<file path="src/rtl/d96r_pkg.sv">
// Shared types and constants for the 96-bit decimal round-to-integer block.
// No dependencies; imported by d96r_ctrl, d96r_datapath and the top level.
package d96r_pkg;

  localparam int DEF_MAX_SCALE = 28;
  localparam int SCALE_W       = 5;
  localparam int MAG_W         = 96;
  localparam int CHUNK_W       = 24;
  localparam int NUM_CHUNKS    = MAG_W / CHUNK_W;
  localparam int CHUNK_IDX_W   = $clog2(NUM_CHUNKS);
  localparam int DIGIT_W       = 4;
  localparam int PART_W        = CHUNK_W + DIGIT_W;

  // floor(n / 10) == (n * RECIP10) >> RECIP10_SHIFT for any n below 2**32
  localparam logic [31:0] RECIP10       = 32'hCCCC_CCCD;
  localparam int          RECIP10_SHIFT = 35;
  localparam int          PROD_W        = PART_W + 32;

  localparam logic [DIGIT_W-1:0] HALF_DIGIT = 4'd5;

  typedef enum logic [1:0] {
    ACT_TRUNC  = 2'd0,
    ACT_FLOOR  = 2'd1,
    ACT_ROUND  = 2'd2,
    ACT_NEGATE = 2'd3
  } action_t;

  typedef struct packed {
    logic                   load;
    logic                   step;
    logic [CHUNK_IDX_W-1:0] chunk;
    logic                   finish;
  } d96r_cmd_t;

  typedef struct packed {
    logic               negate;
    logic [SCALE_W-1:0] scale;
  } d96r_status_t;

endpackage

</file>
<file path="src/rtl/d96r_ctrl.sv">
// Controller: sequences load, per-digit chunk division steps and the final fixup.
// Depends on d96r_pkg.
module d96r_ctrl (
  input  logic                  clk,
  input  logic                  rst,
  input  logic                  start,
  output logic                  busy,
  input  d96r_pkg::d96r_status_t status,
  output d96r_pkg::d96r_cmd_t    cmd
);
  import d96r_pkg::*;

  typedef enum logic [1:0] {
    S_IDLE,
    S_PREP,
    S_DIV,
    S_FIN
  } state_t;

  state_t                 state;
  logic [SCALE_W-1:0]     digits;
  logic [CHUNK_IDX_W-1:0] chunk;

  always_comb begin
    cmd        = '0;
    cmd.load   = start && !busy;
    cmd.step   = (state == S_DIV);
    cmd.chunk  = chunk;
    cmd.finish = (state == S_FIN);
  end

  always_ff @(posedge clk) begin
    if (rst) begin
      state  <= S_IDLE;
      busy   <= 1'b0;
      digits <= '0;
      chunk  <= '0;
    end else begin
      unique case (state)
        S_IDLE: begin
          if (start && !busy) begin
            state <= S_PREP;
            busy  <= 1'b1;
          end
        end
        S_PREP: begin
          digits <= status.scale;
          chunk  <= CHUNK_IDX_W'(NUM_CHUNKS - 1);
          if (status.negate || status.scale == '0) begin
            state <= S_FIN;
          end else begin
            state <= S_DIV;
          end
        end
        S_DIV: begin
          chunk <= chunk - 1'b1;
          if (chunk == '0) begin
            // one full divide by ten done
            digits <= digits - 1'b1;
            if (digits == SCALE_W'(1)) begin
              state <= S_FIN;
            end
          end
        end
        S_FIN: begin
          state <= S_IDLE;
          busy  <= 1'b0;
        end
        default: begin
          state <= S_IDLE;
          busy  <= 1'b0;
        end
      endcase
    end
  end

endmodule

</file>
<file path="config.mk">
export PLATFORM = sky130hd
export DESIGN_NAME = d96r_ctrl
export DESIGN_NICKNAME = d
export VERILOG_FILES = /design/src/rtl/d96r_pkg.sv /design/src/rtl/d96r_ctrl.sv
export SDC_FILE = /design/constraint.sdc
export NUM_CORES = 1
export LEC_CHECK = 0
export ABC_CLOCK_PERIOD_IN_PS = 1830
export BUFFER_PORTS_ARGS = -buffer_cell sky130_fd_sc_hd__buf_2
export CAP_MARGIN = 10
export CORE_AREA = 2 2 39 41
export CTS_BUF_LIST = sky130_fd_sc_hd__clkbuf_8
export CTS_CLUSTER_DIAMETER = 100
export DETAILED_ROUTE_END_ITERATION = 6
export DIE_AREA = 0 0 41 43
export PLACE_DENSITY = 0.78
export SYNTH_ARGS = -nofsm -noshare
export SYNTH_HDL_FRONTEND = slang
export SYNTH_SLANG_ARGS = --single-unit
</file>
<file path="constraint.sdc">
create_clock -name clk -period 1.83 [get_ports clk]
set_input_delay 0.4575 -clock clk [delete_from_list [all_inputs] [get_ports clk]]
set_output_delay 0.4575 -clock clk [all_outputs]
set_load 0.01 [all_outputs]
</file>
==> out/metrics.yaml, run 1 <==
worst-endpoint-arrival_ps: 1270
drc: 0
cp.depth: 3
min_period_ps: 1730
netlist_top_cells_count: "dfxtp_1, inv_1, ha_1"
crit_type: "flip-flop to output port"
cts_root_buf: "clkbuf_8"
status: "completed"
htreeDepth: 1
hold_violations: 0
fp.dieH_um: 43
clock_sinks: 10
synth_cell_types: 26
slowest_stage: "ha_2"
clk_pin_slew_ps: 50
cts.repair.resized: 1
nNetsFinal: 111
antenna_found_initial: 0
async_flop_share_pct: 0
n_antenna_cell: 0
power_mw: 1.28
r2r_slack_ps: 250
ys_ff_latch: 10
io_pins: 15
grt-ovfl-total: 0
clock_path_buffers: 2
grtUsageTotal_pct: 20.1
syn_nets: 94
synth_top_family_by_area: "compound AO/OA/AOI/OAI gates"
grt_pass1_vias: 550
powerDensity_nw_per_um2: 1650
synth-edff-count: 0
drt-vias-per-instance: 5.39
dieArea_um2: 1760
synth_compound_area_share_pct: 26.5
ys_seq_area_share_pct: 31.1
fin_setup_tns_ps: 0
critPathLaunchType: "flip-flop"
synth_xor_area_share_pct: 0
ant_nets: 0
reg2reg_from: "state[0]"
ir_worst_vdd_mv: 0.782
area_growth_syn_to_layout_pct: 21.2
final_layout_size_suffix_gt1_share_pct: 24.7
r2r-end: "digits[3]"
leakage_nw: 0.333
rsz0062_at_grt: "false"
grt_max_degree: 14
cts_tree: "done"
syn_area_um2: 643
clk_latency_ps: 250
cp-endpoint: "cmd[3]"
place_ws_ps: 120
synthTopCellsByArea: "dfxtp_1, ha_1, inv_1"
hold_class: "flip-flop to flip-flop"
gp_congestion: 0.748
grt_pass1_wl_mm: 2.31
skew_ps: 3.69
startpoint: "state[0]"
max_freq_mhz: 577
worst_pin_slew_ps: 316
worst_path_largest_cell_delay_ps: 370
max_cap_viol_count: 0
synthDominantCellAreaShare_pct: 31.1
cp-end-kind: "output port"
synthAdderAreaFrac_pct: 15.6
cts_buffers: 3
dp_hpwl_mm: 1.05
slew_headroom_pct: 78.9
die_w_um: 41
row_count: 14
min_period_over_period_pct: 94.6
drt_iter0_drc: 14
synth-simple-area-share_pct: 15.4
yosysTopAreaCell: "dfxtp_1"
avgSynthCellArea_um2: 8.35
vias: 588
post_drt_wl_per_cell_um: 12.9
finalMaxSlewViolations: 0
critPathBufInv: 2
postCtsSetupBuffers: 0
yosys_warnings: 0
cts_hold_buf: 0
start_util_pct: 46.5
post_synth_mux_area_share_pct: 3.89
drt_wl_total_mm: 1.40
setup_viol: 0
required_ps: 1370
cpLargestDelayFamily: "adder cells"
worstPathCellList: "inv_1 -> ha_2 -> buf_2"
setup_slack_ps: 98.2
critPathMaxFanout: 13
core_um2: 1380
ys_dominant_reg_cell: "dfxtp_1"
final_core_util_pct: 56.3
worstRegToRegCells: 6
syn_inst: 77
numPortBuffers: 14
first_pass_iters: 7
cells in the final DEF, fill, tap and decap left out, types with 2 or more instances in the layout:
master    netlist  final
buf_2           0     14
inv_1          10     10
dfxtp_1        10     10
o21ai_0         7      7
nor2_1          7      7
ha_1            8      7
a21oi_1         5      5
clkbuf_8        0      4
nand2b_1        3      3
a211oi_1        3      3
nand3_1         3      3
nor3_1          2      2
nand2_1         2      2
o21ai_1         2      2
a221oi_2        2      2
report_power, final:
| group | switching, mW | total, mW | internal, mW |
|---|---|---|---|
| logic | 0.350 | 0.618 | 0.268 |
| clock network | 0.104 | 0.294 | 0.191 |
| registers | 0.0725 | 0.371 | 0.299 |
| total | 0.526 | 1.28 | 0.757 |
layout make-up:
class / instances / area [um^2]
Tap cell: 16 / 20.0
Fill cell: 125 / 604
Inverter: 10 / 37.5
Multi-Input combinational cell: 55 / 397
Timing Repair Buffer: 14 / 70.1
Clock buffer: 4 / 55.1
Sequential cell: 10 / 200
kinds of logic after synthesis:
logic type	count (synthesis)
flops	10
mux	2
buf+inv	12
simple gates	20
compound gates	25
fa+ha+maj	8
routing by layer:
| layer | vias up | share of wire (%) | global-route usage (%) | wire (um) |
|---|---|---|---|---|
| li1 | 303 | - | - | - |
| met1 | 266 | 46 | 23.3 | 639 |
| met2 | 16 | 48 | 30.6 | 674 |
| met3 | 3 | 4.5 | 7.85 | 63 |
| met4 | 0 | 2.0 | 10.0 | 28 |
| met5 | - | 0 | 0 | 0 |
per-stage QoR:
stage                     instances  instance area [um^2]  hold slack, ps
after floorplan                  77                   643             449
after global placement          105                   722             471
after detailed placement        105                   722             476
after CTS                       109                   779             484
after global routing            109                   779             508
final                           109                   779             486
worst register-to-register path: stages (launching register included):
cell and delay, ps:
dfxtp_1 330, inv_1 140, ha_2 370, mux2_4 390
o21ai_0 100, nand2_1 70, a21oi_1 120
worst min-delay path by stage:
| stage | end | cells past startpoint | start |
|---|---|---|---|
| detailed placement | digits[3] | 2 | digits[3] |
| floorplan | digits[3] | 2 | digits[3] |
| finish | digits[3] | 2 | digits[3] |
| global route | digits[3] | 2 | digits[3] |
| CTS | digits[3] | 2 | digits[3] |
| global placement | busy | 2 | busy |
state kept, by name, summed over array words and instances, names as in the netlist:
signal	cells
chunk	2
busy	1
digits	5
state	2
No activity file was read; power rests on OpenSTA's default activity.
==> run 2, diff against run 1 <==
ABC_AREA = 1   (was not set)
CORE_AREA = not set   (was 2 2 39 41)
CORE_UTILIZATION = 50   (was not set)
DIE_AREA = not set   (was 0 0 41 43)
PLACE_DENSITY = 0.79   (was 0.78)
==> run 2 against run 1 <==
  * Routed wire length fell by 2.7%
  * Clock skew rose by 2.8 ps
  * Global-route usage increased by 3.2 points
  * Count of clock-buffer cells in the layout is the same
  * Via count up 8.2%
  * Die area is 14% lower
  * Setup slack improved by 3.0 ps
  * First-iteration DRC count is 64% higher
  * Sequential cell count unchanged
  * Largest cell class unchanged
==> out/metrics.yaml, run 2 <==
status: "completed"
fin_setup_tns_ps: 0
fp.dieH_um: 38.9
cts_buffers: 3
cts_root_buf: "clkbuf_8"
final_core_util_pct: 68.7
leakage_nw: 0.403
grt_max_degree: 11
finalMaxSlewViolations: 0
regMostFlops: "digits"
clock_sinks: 10
netlist_top_cells_count: "nand2_1, nor2_1, inv_1"
drc: 0
ant_nets: 0
first_pass_iters: 4
post_drt_wl_per_cell_um: 11.2
skew_ps: 6.54
hold_violations: 0
nNetsFinal: 126
required_ps: 1370
use_met1_pct: 25.3
synthTopCellsByArea: "dfxtp_1, ha_1, nand2_1"
synth_cell_types: 23
area_growth_syn_to_layout_pct: 19.7
ys_dominant_reg_cell: "dfxtp_1"
syn_nets: 108
ys_seq_area_share_pct: 29.4
grt-ovfl-total: 0
die_w_um: 38.9
numPortBuffers: 14
grt_use_met2_pct: 38.3
synth-edff-count: 0
dieArea_um2: 1510
yosysTopAreaCell: "dfxtp_1"
hold_class: "input port to flip-flop"
async_flop_share_pct: 0
yosys_warnings: 0
io_pins: 15
drt_wl_total_mm: 1.37
crit_type: "flip-flop to output port"
ir_worst_vdd_mv: 0.803
htreeDepth: 1
n_antenna_cell: 0
row_count: 12
drt-vias-per-instance: 5.21
min_period_ps: 1730
cts_hold_buf: 0
synthDominantCellAreaShare_pct: 29.4
ys_ff_latch: 10
cp-end-kind: "output port"
avgSynthCellArea_um2: 7.48
antenna_found_initial: 0
worst-endpoint-arrival_ps: 1270
critPathMaxFanout: 10
syn_area_um2: 681
worst_pin_slew_ps: 299
vias: 636
max_cap_viol_count: 0
setup_viol: 0
max_freq_mhz: 578
final_cell_mix: "nand2_1, buf_2, nor2_1"
grt_pass1_wl_mm: 2.29
grt_pass1_vias: 570
dp_hpwl_mm: 1.07
clk_pin_slew_ps: 40
final_layout_size_suffix_gt1_share_pct: 27.8
slew_headroom_pct: 80.1
start_util_pct: 57.4
powerDensity_nw_per_um2: 1630
critPathLaunchType: "flip-flop"
grtUsageTotal_pct: 23.3
rsz0062_at_grt: "false"
cts_tree: "done"
yosysMostFrequentCell: "nand2_1"
grt.busiest_layer: "met2"
core_um2: 1190
gp_congestion: 0.842
min_period_over_period_pct: 94.5
groute.layer.met3.usage_pct: 10.4
largest_register_ffs: 5
clock_path_buffers: 2
syn_inst: 91
reg_top3: "digits x5, chunk x2, state x2"
power_mw: 1.33
drt_iter0_drc: 23
clk_latency_ps: 240
run 2: power breakdown:
part	switching (mW)	internal, mW
clock network	0.0872	0.189
logic	0.404	0.270
registers	0.0791	0.300
total	0.570	0.759
run 2: final timing paths:
| path | from | end | slack [ps] | depth (start not counted) |
|---|---|---|---|---|
| setup reg to reg | state[0] | digits[0] | 340 | 6 |
| setup / recovery | state[0] | cmd[3] | 100 | 3 |
| hold / removal | rst | state[0] | 450 | 2 |
| hold reg to reg | chunk[0] | chunk[0] | 480 | 1 |
run 2: cells by family after synthesis:
family                     after synthesis  synth area share, %
and+or+nand+nor                         34                 21.7
xor gates and xnor gates                 2                 2.57
DFF                                     10                 29.4
adders and majority gates                8                 14.7
buffers and inverters                   15                 9.74
AOI/OAI and AO/OA                       22                 21.9
run 2: per-layer routing:
layer  part of all wire, %  wire length, um
met1                    47              647
met2                    43              593
met3                   6.7               91
met4                   2.5               34
met5                     0                0
run 2: stage by stage:
stage	std cells	instance area, um^2	hold slack, ps	setup WS, ps
after global routing	122	815	457	44.6
after global placement	118	757	467	227
after detailed placement	118	757	472	181
final	122	815	451	101
after floorplan	91	681	473	400
after CTS	122	815	450	90.6
run 2: timing repair:
action | 4_1_cts | 5_1_grt
buffers inserted | 0 | 0
gates resized for setup | 1 | 0
endpoints found under the setup margin | 1 | 0
run 2: critical path, cell delays in order, from the launching register on:
cell and delay (ps):
dfxtp_1 340, inv_1 130, ha_2 380, buf_2 190
run 2: area by class of cell:
cell class / count / area (um^2)
Inverter: 14 / 55.1
Tap cell: 14 / 17.5
Multi-Input combinational cell: 66 / 417
Clock buffer: 4 / 55.1
Sequential cell: 10 / 200
Fill cell: 105 / 372
Timing Repair Buffer: 14 / 70.1
